**src/rtl/chtb_pkg.sv**
```systemverilog
// ----------------------------------------------------------------------------
// chtb_pkg
// shared types and codes for the canonical huffman table builder
// ----------------------------------------------------------------------------
package chtb_pkg;

  localparam int SYM_W  = 16;
  localparam int CNT_W  = 14;
  localparam int CW_W   = 32;
  localparam int LEN_W  = 6;
  localparam int TOT_W  = 20;   // sum of up to 32 counts of 14 bits
  localparam int OP_W   = 3;
  localparam int KIND_W = 2;

  // operation codes
  localparam logic [OP_W-1:0] OP_CLEAR  = 3'd0;
  localparam logic [OP_W-1:0] OP_LOAD   = 3'd1;
  localparam logic [OP_W-1:0] OP_SYMBOL = 3'd2;
  localparam logic [OP_W-1:0] OP_FINISH = 3'd3;
  localparam logic [OP_W-1:0] OP_LOOKUP = 3'd4;

  // result kinds
  localparam logic [KIND_W-1:0] KIND_SYM    = 2'd0;
  localparam logic [KIND_W-1:0] KIND_LENGTH = 2'd1;
  localparam logic [KIND_W-1:0] KIND_LOOKUP = 2'd2;

  localparam logic [CNT_W-1:0] NO_INDEX = '1;
  localparam logic [CW_W-1:0]  NO_CODE  = '1;

  typedef struct packed {
    logic [OP_W-1:0]  operation;
    logic [CNT_W-1:0] count;
    logic [SYM_W-1:0] symbol;
  } item_t;

  typedef struct packed {
    logic [KIND_W-1:0] kind;
    logic [SYM_W-1:0]  symbol_out;
    logic [CNT_W-1:0]  entry_index;
    logic [CW_W-1:0]   codeword;
    logic [CW_W-1:0]   max_codeword;
    logic [LEN_W-1:0]  code_length;
    logic              valid_res;
    logic              error;
    logic              last;
  } result_t;

  // one encode table entry
  typedef struct packed {
    logic             valid;
    logic [LEN_W-1:0] code_length;
    logic [CW_W-1:0]  codeword;
  } enc_entry_t;

  // encode table write request
  typedef struct packed {
    logic             en;
    logic [SYM_W-1:0] addr;
    enc_entry_t       data;
  } enc_wr_t;

endpackage

```
**src/rtl/chtb_count_mem.sv**
```systemverilog
// ----------------------------------------------------------------------------
// chtb_count_mem
// per-length codeword count store, one write and one registered read port
// ----------------------------------------------------------------------------
module chtb_count_mem #(
  parameter int DEPTH = 32,
  parameter int AW    = 5
) (
  input  logic                      clk,
  input  logic                      wr_en,
  input  logic [AW-1:0]             wr_addr,
  input  logic [chtb_pkg::CNT_W-1:0] wr_data,
  input  logic [AW-1:0]             rd_addr,
  output logic [chtb_pkg::CNT_W-1:0] rd_data
);

  logic [chtb_pkg::CNT_W-1:0] mem [DEPTH];

  always_ff @(posedge clk) begin
    if (wr_en) begin
      mem[wr_addr] <= wr_data;
    end
    rd_data <= mem[rd_addr];
  end

endmodule

```
**config.mk**
```make
export PLATFORM = sky130hd
export DESIGN_NAME = chtb_count_mem
export DESIGN_NICKNAME = d
export VERILOG_FILES = /design/src/rtl/chtb_pkg.sv /design/src/rtl/chtb_count_mem.sv
export SDC_FILE = /design/constraint.sdc
export NUM_CORES = 1
export LEC_CHECK = 0
export BUFFER_PORTS_ARGS = -buffer_cell sky130_fd_sc_hd__buf_4
export CELL_PAD_IN_SITES_DETAIL_PLACEMENT = 0
export CELL_PAD_IN_SITES_GLOBAL_PLACEMENT = 1
export CORE_MARGIN = 1.5
export CORE_UTILIZATION = 58
export DETAILED_ROUTE_END_ITERATION = 6
export GPL_ROUTABILITY_DRIVEN = 0
export PLACE_DENSITY = 0.81
export SETUP_SLACK_MARGIN = 0.1
export SLEW_MARGIN = 40
export SYNTH_ARGS = -nofsm -noshare
export SYNTH_HDL_FRONTEND = slang
export SYNTH_SLANG_ARGS = --single-unit
```
**constraint.sdc**
```tcl
create_clock -name clk -period 4.9 [get_ports clk]
set_input_delay 0.98 -clock clk [delete_from_list [all_inputs] [get_ports clk]]
set_output_delay 0.98 -clock clk [all_outputs]
set_load 0.01 [all_outputs]
```
### Word-level counts from Yosys, hierarchy flattened

Memories as Yosys holds them, arrays and structs flattened. A register that Yosys moved wholly into a read port is not among the register bits.
Cells that the tools add are included.
Widths: inputs -> output; s select.

| operators by class | value |
|---|---|
| multiplexer cells | 2 |
| divide/modulo/power cells | 0 |
| $add $sub $neg | 0 |
| multiply operators | 0 |
| bitwise operators | 0 |
| shifts and indexed selects | 0 |
| magnitude comparators | 0 |
| equality and inequality tests | 0 |
| reductions and logical operators | 0 |

Operators by type and width:

| cell | count |
|---|---|
| $mux 1 | 2 |

| word-level totals | value |
|---|---|
| memories kept | 1 |
| bits in read-only memories | 0 |
| flip-flop bits (word level) | 0 |
| input bits | 26 |
| bits in latches | 0 |
| memory bits (writable) | 448 |

Memories:

| name | depth | width | rd ports | clocked after memory_dff | wr ports | RTL line | RTL |
|---|---|---|---|---|---|---|---|
| mem | 32 | 14 | 1 | 1 | 1 | chtb_count_mem.sv:17 | `logic [chtb_pkg::CNT_W-1:0] mem [DEPTH];` |

### Longest topological paths before layout

Gate-level depths: netlist (run 1).

| logic depth | value |
|---|---|
| word-level depth | 2 |
| depth in mapped cells | 7 |
| depth with buffers taken out | 5 |

### Least setup slack after synthesis (run 1)

No wires, ideal clock.

| path | value |
|---|---|
| path type | in2reg |
| from | input port wr_addr[1] |
| to | memory mem[12][0] (netlist name) (enable) |
| path buffers | 1 |
| arrival time | 2.249 ns |
| setup slack | 2.267 ns |
| stages on the path | 3 |
| cells stage by stage | or3b_2 clkbuf_1 nor2_1 |

RTL lines:

| what | RTL line | RTL |
|---|---|---|
| start, declared | chtb_count_mem.sv:11 | `input logic [AW-1:0] wr_addr,` |
| end, declared | chtb_count_mem.sv:17 |  |

No word-level cell before the write port.

==> results of run 1 <==
[sequential cells by signal (all words and copies together), names as in the netlist]
name,cells
mem,448
rd_data,14
[power groups by stage]
| stage | sequential [mW] | combinational (mW) | clock [mW] |
|---|---|---|---|
| after floorplan | 4.50 | 0.249 | 0 |
| after global placement | 4.50 | 0.443 | 0 |
| after detailed placement | 4.51 | 0.459 | 0 |
| after CTS | 4.42 | 0.461 | 3.25 |
| after global routing | 4.42 | 0.487 | 3.40 |
| final | 4.42 | 0.462 | 3.22 |
[kinds of logic (layout without fill, tap and decap cells)]
group | Yosys count | count (layout) | synth area share [%]
flip-flops | 462 | 462 | 76.25
multiplexers | 224 | 224 | 12.45
AND/OR/NAND/NOR | 136 | 136 | 3.619
AO/OA/AOI/OAI | 126 | 126 | 4.960
buffers and inverters | 58 | 163 | 2.723
[critical path, cell delays in order]
cell and delay (ps):
sky130_fd_sc_hd__buf_8 580, sky130_fd_sc_hd__buf_4 480, sky130_fd_sc_hd__mux2i_1 300, sky130_fd_sc_hd__a22oi_1 120
sky130_fd_sc_hd__a31oi_1 490, sky130_fd_sc_hd__nand3_1 120
[area by class of cell]
class                      instances  area (µm²)
clock buffer                      51        1147
clock inverter                    29       221.5
fill                            2064       10430
multi-input combinational        486        3835
sequential                       462       13730
tap                              396       495.5
timing repair buffer              83       723.2
[metal layers]
metal  share of wire [%]  global-route usage, %
met1                  40                  37.86
met2                  49                  43.08
met3                 8.6                  5.216
met4                 2.6                  7.920
met5               0.031                      0
[worst paths after layout]
| check | to | slack, ps |
|---|---|---|
| max | rd_data[12] | 2190 |
| min | rd_data[10] | 580 |
| max reg2reg | rd_data[1] | 3300 |
| min reg2reg | rd_data[10] | 580 |
[per-stage QoR]
step                      cell area, µm²  setup slack [ps]  hold WS [ps]
after global placement             18670              1607         575.5
after global routing               20160              1997         668.0
final                              20160              2195         582.3
after detailed placement           18790              1650         582.0
after CTS                          20160              2225         582.8
after floorplan                    18010              2267         552.9
[placed cells by master, fill, tap and decap left out, types with 5 or more instances in the layout]
cell                          n
sky130_fd_sc_hd__a21oi_1     28
sky130_fd_sc_hd__a22o_1      28
sky130_fd_sc_hd__a22oi_1     56
sky130_fd_sc_hd__a31oi_1     14
sky130_fd_sc_hd__buf_4       76
sky130_fd_sc_hd__clkbuf_1     5
sky130_fd_sc_hd__clkbuf_16   44
sky130_fd_sc_hd__clkinv_1    13
sky130_fd_sc_hd__clkinv_2    10
sky130_fd_sc_hd__dfxtp_1     14
sky130_fd_sc_hd__edfxtp_1   448
sky130_fd_sc_hd__mux2i_1    224
sky130_fd_sc_hd__nand2_1     29
sky130_fd_sc_hd__nand3_1     30
sky130_fd_sc_hd__nand3b_1     5
sky130_fd_sc_hd__nand4_1     14
sky130_fd_sc_hd__nor2_1      28
sky130_fd_sc_hd__nor3_1      14
==> PnR_summary.wiki, run 1 <==
{| class="wikitable"
! Metric !! Value
|-
| Outcome || finished clean
|-
| Launch point of the worst hold path || mem[16][10]
|-
| Vias in the first global route || 9,189
|-
| RR Startpoint || mem[6][1]
|-
| Post-Synthesis Mean Instance Area || 17.90 µm²
|-
| Worst-case vdd ir drop || 352.6 µV
|-
| Layout overhead on the synthesized area || 11.91%
|-
| Die outline area || 0.03212 mm²
|-
| CTS-repair resized insts || 0
|-
| Post-CTS Setup Inserts || 0
|-
| Leakage power || 7.090 nW
|-
| 1st-pass router iterations || 5
|-
| Mean routed wirelength per cell || 27.93 µm
|-
| Slew @ Worst Pin || 845.0 ps
|-
| Rel. slew slack || 43.66%
|-
| Placed Cells incl. Taps || 1,427
|-
| Crit path arrival time || 3110 ps
|-
| Worst clock skew || 25.63 ps
|-
| Register bit total from synthesis || 462
|-
| Max FO, Critical Path || 75
|-
| Share of final-layout standard cells stronger than drive strength 1 || 14.13%
|-
| CTS sink cnt || 462
|-
| Time the worst path needs with I/O delays and setup || 2706 ps
|-
| Floorplan Core Area || 0.03059 mm²
|-
| Total CTS buffers || 43
|-
| Share of the core filled with cells in the final layout || 65.89%
|-
| Hold depth || 4
|-
| Fraction of registers with async set or reset after synthesis || 0%
|-
| Path type of the worst setup path || input pin to flop
|-
| Maximum operating frequency || 0.3696 GHz
|-
| FP Rows || 64
|-
| Number of cells in the finished layout apart from fillers || 1,507
|-
| Root buffer cell || sky130_fd_sc_hd__clkbuf_16
|-
| Vias per cell || 6.380
|-
| Wire length reported by the detailed router || 42,100 µm
|-
| Detailed router's first-iteration violation count || 1,193
|-
| Sequential Power Share || 54.6%
|-
| Critical path launch point || rd_addr[0]
|-
| Antenna violations before repair || 1
|-
| Post-synth top flop || sky130_fd_sc_hd__edfxtp_1
|-
| Area share of the leading cell type in the synthesized netlist || 74.69%
|-
| Post-detail-place hpwl || 25,460 µm
|-
| CTS tree || yes
|-
| Total power || 8.104 mW
|-
| Gate power share || 5.7%
|-
| Clock group share of total power || 39.7%
|-
| Final hold violation count || 0
|-
| Count of port buffers added during placement || 39
|-
| I/O pin cnt || 40
|-
| Max Transition Viols Final || 0
|-
| Portion of the post-synthesis area used by sequential elements || 76.25%
|-
| Global route overflow || 0
|-
| Die extent in x || 179.2 µm
|-
| Max Cap Violations || 0
|-
| FF-to-FF path depth || 5
|-
| Post-detailed-route count of antenna-violating nets || 0
|-
| Clk pin slew, worst setup/hold paths || 60 ps
|-
| Total global routing track utilization || 26.90%
|-
| Net switching power || 1.721 mW
|-
| Synthesized Nets || 1,032
|-
| Number of enable flip-flop cells after synthesis || 448
|-
| Vert. Die Dim || 179.2 µm
|-
| Netlist area before placement || 0.01801 mm²
|-
| Yosys warning count || 0
|-
| Internal cell power || 6.383 mW
|-
| Top area cells in the synthesized netlist || sky130_fd_sc_hd__edfxtp_1 (75%), sky130_fd_sc_hd__mux2i_1 (12%), sky130_fd_sc_hd__a22oi_1 (2.3%), sky130_fd_sc_hd__dfxtp_1 (1.6%), sky130_fd_sc_hd__a22o_1 (1.4%)
|-
| Top post-synthesis cells by count || sky130_fd_sc_hd__edfxtp_1 (448), sky130_fd_sc_hd__mux2i_1 (224), sky130_fd_sc_hd__a22oi_1 (56), sky130_fd_sc_hd__nor2_1 (34), sky130_fd_sc_hd__nand3_1 (30)
|-
| Effective utilization at floorplan || 58.88%
|-
| Power per cell area || 402.1 mW/mm²
|-
| Number of buffers inserted by hold repair at cts || 0
|-
| Worst hold-check path type || flop to flop
|-
| Maximum level of the CTS H-tree || 2
|-
| Clk buf depth || 3
|-
| Final number of setup-violating endpoints || 0
|-
| Required time of the critical path || 5310 ps
|-
| Maximum number of pins on one net before global-route repair || 76
|-
| Wire length of the first global-routing pass || 60,410 µm
|-
| Number of nets at the end of the flow || 1,102
|-
| Unrepaired setup endpoints after global routing || no
|-
| N_diodes || 0
|-
| Gate count of the mapped netlist || 1,006
|-
| Number of distinct library cells after synthesis || 26
|-
| Final period utilization || 55.21%
|-
| Clock latency reported for the late side of the worst-skew pair || 550 ps
|-
| Most frequently used cell type in the post-synthesis netlist || sky130_fd_sc_hd__edfxtp_1
|-
| Sw Share || 21.24%
|-
| Total via count after detailed routing || 9,615
|-
| Startpoint class of the critical path || input pin
|-
| Critical path endpoint category || flop
|-
| Final-layout setup total negative slack || 0 ps
|-
| DRC violation count after routing || 0
|-
| Cell type contributing the most total cell area after synthesis || sky130_fd_sc_hd__edfxtp_1
|}
Note: power is estimated with default switching activity, not from simulation.
==> inputs of run 2 (changes only) <==
--- a/config.mk
+++ b/config.mk
@@ -5,14 +5,15 @@
 export SDC_FILE = /design/constraint.sdc
 export NUM_CORES = 1
 export LEC_CHECK = 0
+export ABC_AREA = 1
 export BUFFER_PORTS_ARGS = -buffer_cell sky130_fd_sc_hd__buf_4
 export CELL_PAD_IN_SITES_DETAIL_PLACEMENT = 0
 export CELL_PAD_IN_SITES_GLOBAL_PLACEMENT = 1
 export CORE_MARGIN = 1.5
-export CORE_UTILIZATION = 58
+export CORE_UTILIZATION = 46
 export DETAILED_ROUTE_END_ITERATION = 6
 export GPL_ROUTABILITY_DRIVEN = 0
-export PLACE_DENSITY = 0.81
+export PLACE_DENSITY = 0.72
 export SETUP_SLACK_MARGIN = 0.1
 export SLEW_MARGIN = 40
 export SYNTH_ARGS = -nofsm -noshare
==> constraint.sdc (replaced) <==
create_clock -name clk -period 2.48 [get_ports clk]
set_input_delay 0.496 -clock clk [delete_from_list [all_inputs] [get_ports clk]]
set_output_delay 0.496 -clock clk [all_outputs]
set_load 0.01 [all_outputs]
==> run 2 against run 1 <==
Against the previous run: the run now ends with DRC left; routed wire length is 16% higher; largest power group unchanged; register-to-register slack worse by 2100 ps; synthesized cell count is 57% higher; sequential share of layout area is 2.8 points lower; die area is 30% higher; global-route usage is 2.8 points lower; total power is 100% higher; setup slack worse by 1400 ps; flip-flop and latch count stayed put; critical path depth is 5 lower.
==> PnR_summary.wiki, run 2 <==
{| class="wikitable"
! Metric !! Value
|-
| Outcome || finished with violations
|-
| Violations in the final reports || DRC
|-
| Floorplan Core Area || 0.03982 mm² (+30%)
|-
| Max Transition Viols Final || 0 (unchanged)
|-
| Post-detail-place hpwl || 27,100 µm (+6.5%)
|-
| Startpoint class of the critical path || flop
|-
| Leakage power || 7.795 nW (+9.9%)
|-
| Total power || 16.52 mW (+100%)
|-
| FP Rows || 73 (+14%)
|-
| Register area || 0.01373 mm² (unchanged)
|-
| Slew @ Worst Pin || 689.6 ps (-155.4 ps)
|-
| Number of flip-flops under the largest register name || 448 (unchanged)
|-
| DRC violation count after routing || 10 (+10)
|-
| Die extent in x || 204.1 µm (+14%)
|-
| Worst-case vdd ir drop || 496.1 µV (+41%)
|-
| Power per cell area || 786.2 mW/mm² (+96%)
|-
| Netlist area before placement || 0.01860 mm² (+3.3%)
|-
| Vias in the first global route || 11,520 (+25%)
|-
| Place WS || 310.1 ps (-1340 ps)
|-
| Most common cell after layout, fill and taps aside || sky130_fd_sc_hd__nand2_1
|-
| Internal cell power || 12.81 mW (+100%)
|-
| Time the worst path needs with I/O delays and setup || 1675 ps
|-
| Area share of the leading cell type in the synthesized netlist || 72.34% (-2.4 points)
|-
| Yosys warning count || 0 (unchanged)
|-
| Wire length of the first global-routing pass || 73,290 µm (+21%)
|-
| Share of final-layout standard cells stronger than drive strength 1 || 9.958% (-4.2 points)
|-
| Sw Share || 22.47% (+1.2 points)
|-
| Maximum level of the CTS H-tree || 2 (unchanged)
|-
| Final hold violation count || 0 (unchanged)
|-
| Area used by multi-input combinational logic || 0.004227 mm² (+10%)
|-
| CP Capture Point || rd_data[12]
|-
| Post-Synthesis Mean Instance Area || 11.81 µm² (-34%)
|-
| Worst clock skew || 26.80 ps (+1.175 ps)
|-
| Top register by number of flip-flops || mem
|-
| Die outline area || 0.04164 mm² (+30%)
|-
| Total global routing track utilization || 24.13% (-2.8 points)
|-
| Post-detailed-route count of antenna-violating nets || 0 (unchanged)
|-
| Portion of the post-synthesis area used by sequential elements || 73.84% (-2.4 points)
|-
| Setup slack of the critical path after layout || 804.8 ps (-1390 ps)
|-
| Worst hold-check path type || input pin to flop
|-
| Delay contributed by the slowest stage of the critical path || 420 ps (-160 ps)
|-
| R2r setup slk || 1220 ps (-2080 ps)
|-
| Cell type contributing the most total cell area after synthesis || sky130_fd_sc_hd__edfxtp_1
|-
| Critical path endpoint category || output port
|-
| Max Cap Violations || 0 (unchanged)
|-
| Root buffer cell || sky130_fd_sc_hd__clkbuf_16
|-
| CTS-repair resized insts || 0 (unchanged)
|-
| Global route overflow || 0 (unchanged)
|-
| Detailed router's first-iteration violation count || 1,091 (-8.5%)
|-
| Number of logic stages on the critical path including buffering || 1 (-5)
|-
| Family with the most delay on the worst path || flip-flops
|-
| Critical-path cell with the highest stage delay || sky130_fd_sc_hd__dfxtp_1
|-
| Max FO, Critical Path || 1 (-99%)
|-
| Critical path launch point || rd_data[12]
|-
| Clk buf depth || 3 (unchanged)
|-
| Mean routed wirelength per cell || 22.22 µm (-20%)
|-
| Rel. slew slack || 54.02% (+10 points)
|-
| Post-synth top flop || sky130_fd_sc_hd__edfxtp_1
|-
| Crit path arrival time || 1180 ps (-1930 ps)
|-
| Gate count of the mapped netlist || 1,575 (+57%)
|-
| Net switching power || 3.713 mW (+120%)
|-
| I/O pin cnt || 40 (unchanged)
|-
| Top library cells by usage in the layout, fill and taps aside || sky130_fd_sc_hd__nand2_1 (630), sky130_fd_sc_hd__edfxtp_1 (448), sky130_fd_sc_hd__nand3_1 (348), sky130_fd_sc_hd__buf_4 (87), sky130_fd_sc_hd__clkbuf_16 (49)
|-
| Total via count after detailed routing || 11,950 (+24%)
|-
| CTS tree || yes
|-
| FF-to-FF path depth || 8 (+3)
|-
| Clock latency reported for the late side of the worst-skew pair || 590 ps (+40 ps)
|-
| Dpl cell area || 0.01957 mm² (+4.1%)
|-
| Post-CTS Setup Inserts || 0 (unchanged)
|-
| Number of nets at the end of the flow || 1,658 (+50%)
|-
| Antenna violations before repair || 1 (unchanged)
|-
| Total CTS buffers || 48 (+12%)
|-
| Gate power share || 6.6% (+0.9 points)
|-
| Number of distinct library cells after synthesis || 14 (-46%)
|-
| Maximum number of pins on one net before global-route repair || 105 (+38%)
|-
| Unrepaired setup endpoints after global routing || no
|-
| Effective utilization at floorplan || 46.70% (-12 points)
|-
| RR Startpoint || mem[13][7]
|-
| Final-layout setup total negative slack || 0 ps (unchanged)
|-
| Number of buffers inserted by hold repair at cts || 0 (unchanged)
|-
| Layout overhead on the synthesized area || 13.00%
|-
| 1st-pass router iterations || 7 (+2)
|-
| Series of cell instances along the critical path || buf_4
|-
| Combined buffer and inverter count along the critical path || 1 (-1)
|-
| Endpoint of the worst-slack reg-to-reg timing path || rd_data[7]
|-
| Fraction of registers with async set or reset after synthesis || 0% (unchanged)
|-
| Top area cells in the synthesized netlist || sky130_fd_sc_hd__edfxtp_1 (72%), sky130_fd_sc_hd__nand2_1 (13%), sky130_fd_sc_hd__nand3_1 (9.4%), sky130_fd_sc_hd__dfxtp_1 (1.5%), sky130_fd_sc_hd__buf_2 (1.2%)
|-
| Most frequently used cell type in the post-synthesis netlist || sky130_fd_sc_hd__nand2_1
|-
| CTS sink cnt || 462 (unchanged)
|-
| Largest registers || mem: 448 flops, rd_data: 14 flops
|-
| Clk pin slew, worst setup/hold paths || 60 ps (about the same)
|-
| Register bit total from synthesis || 462 (unchanged)
|-
| Top post-synthesis cells by count || sky130_fd_sc_hd__nand2_1 (630), sky130_fd_sc_hd__edfxtp_1 (448), sky130_fd_sc_hd__nand3_1 (348), sky130_fd_sc_hd__buf_2 (43), sky130_fd_sc_hd__nor2_1 (32)
|-
| Number of enable flip-flop cells after synthesis || 448 (unchanged)
|-
| Final number of setup-violating endpoints || 0 (unchanged)
|-
| Layout filler cell count || 3,501 (+70%)
|-
| Path type of the worst setup path || flop to output port
|-
| Vias per cell || 5.450 (-15%)
|-
| Final non-filler cell area || 0.02102 mm² (+4.3%)
|-
| Required time of the critical path || 1980 ps (-3330 ps)
|-
| Clock group share of total power || 40.6% (+0.9 points)
|-
| Sequential Power Share || 52.8% (-1.8 points)
|-
| Synthesized Nets || 1,601 (+55%)
|-
| Wire length reported by the detailed router || 48,720 µm (+16%)
|-
| Final period utilization || 67.55%
|-
| Vert. Die Dim || 204.1 µm (+14%)
|-
| Maximum operating frequency || 0.5970 GHz
|-
| Count of port buffers added during placement || 39 (unchanged)
|}
run 2: cell types whose count changed after synthesis, sizes merged, moves of 28 or more:
cell / previous run / this run
nand2: 29 / 630
nand3: 30 / 348
mux2i: 224 / 0
a22oi: 56 / 0
buf: 49 / 82
a21oi: 28 / 0
a22o: 28 / 0
run 2: worst min-delay path by stage:
| stage | start | end | slack, ps | cells after the start |
|---|---|---|---|---|
| after global placement | mem[6][10] | rd_data[10] | 730 | 8 |
| after floorplan | wr_data[0] | mem[0][0] | 590 | 0 |
| final | rd_addr[4] | rd_data[0] | 300 | 3 |
| after detailed placement | mem[6][10] | rd_data[10] | 740 | 8 |
| after CTS | rd_addr[4] | rd_data[7] | 270 | 3 |
| after global routing | rd_addr[4] | rd_data[13] | 300 | 3 |
run 2: kinds of logic after synthesis:
family	after synthesis	synth area share, %
flops	462	73.84
simple gates	1010	22.73
buf+inv	103	3.431
run 2: routing by layer:
layer / GRT usage (%) / vias up / routed length [µm]
li1: - / 5595 / -
met1: 34.87 / 5897 / 21910
met2: 37.33 / 390 / 22450
met3: 4.002 / 69 / 3131
met4: 8.036 / 0 / 1231
met5: 0 / - / 0
run 2: power by group through the flow:
stage          Combinational (mW)  Clock [mW]  Sequential, mW
6_report                     1.09        6.71            8.72
5_1_grt                      1.20        7.11            8.73
4_1_cts                      1.09        6.83            8.72
3_5_place_dp                 1.09           0            8.89
3_3_place_gp                 1.08           0            8.89
2_1_floorplan               0.592           0            8.88
run 2: final cells by class:
type                       instances  share of cell area, %
clock buffer                      72                  6.579
sequential                       462                  65.35
clock inverter                    13                 0.3036
timing repair buffer             100                  4.305
inverter                          10                 0.2143
antenna                            1                0.01191
tap                              525                  3.126
multi-input combinational       1010                  20.11
run 2: stage by stage:
stage               cells  hold slack, ps  utilization [%]
global route         2192           296.5            52.76
floorplan            1575           594.9                -
finish               2193           300.7            52.77
CTS                  2192           268.8            52.76
global placement     2107           729.8            49.13
detailed placement   2107           738.7            49.13
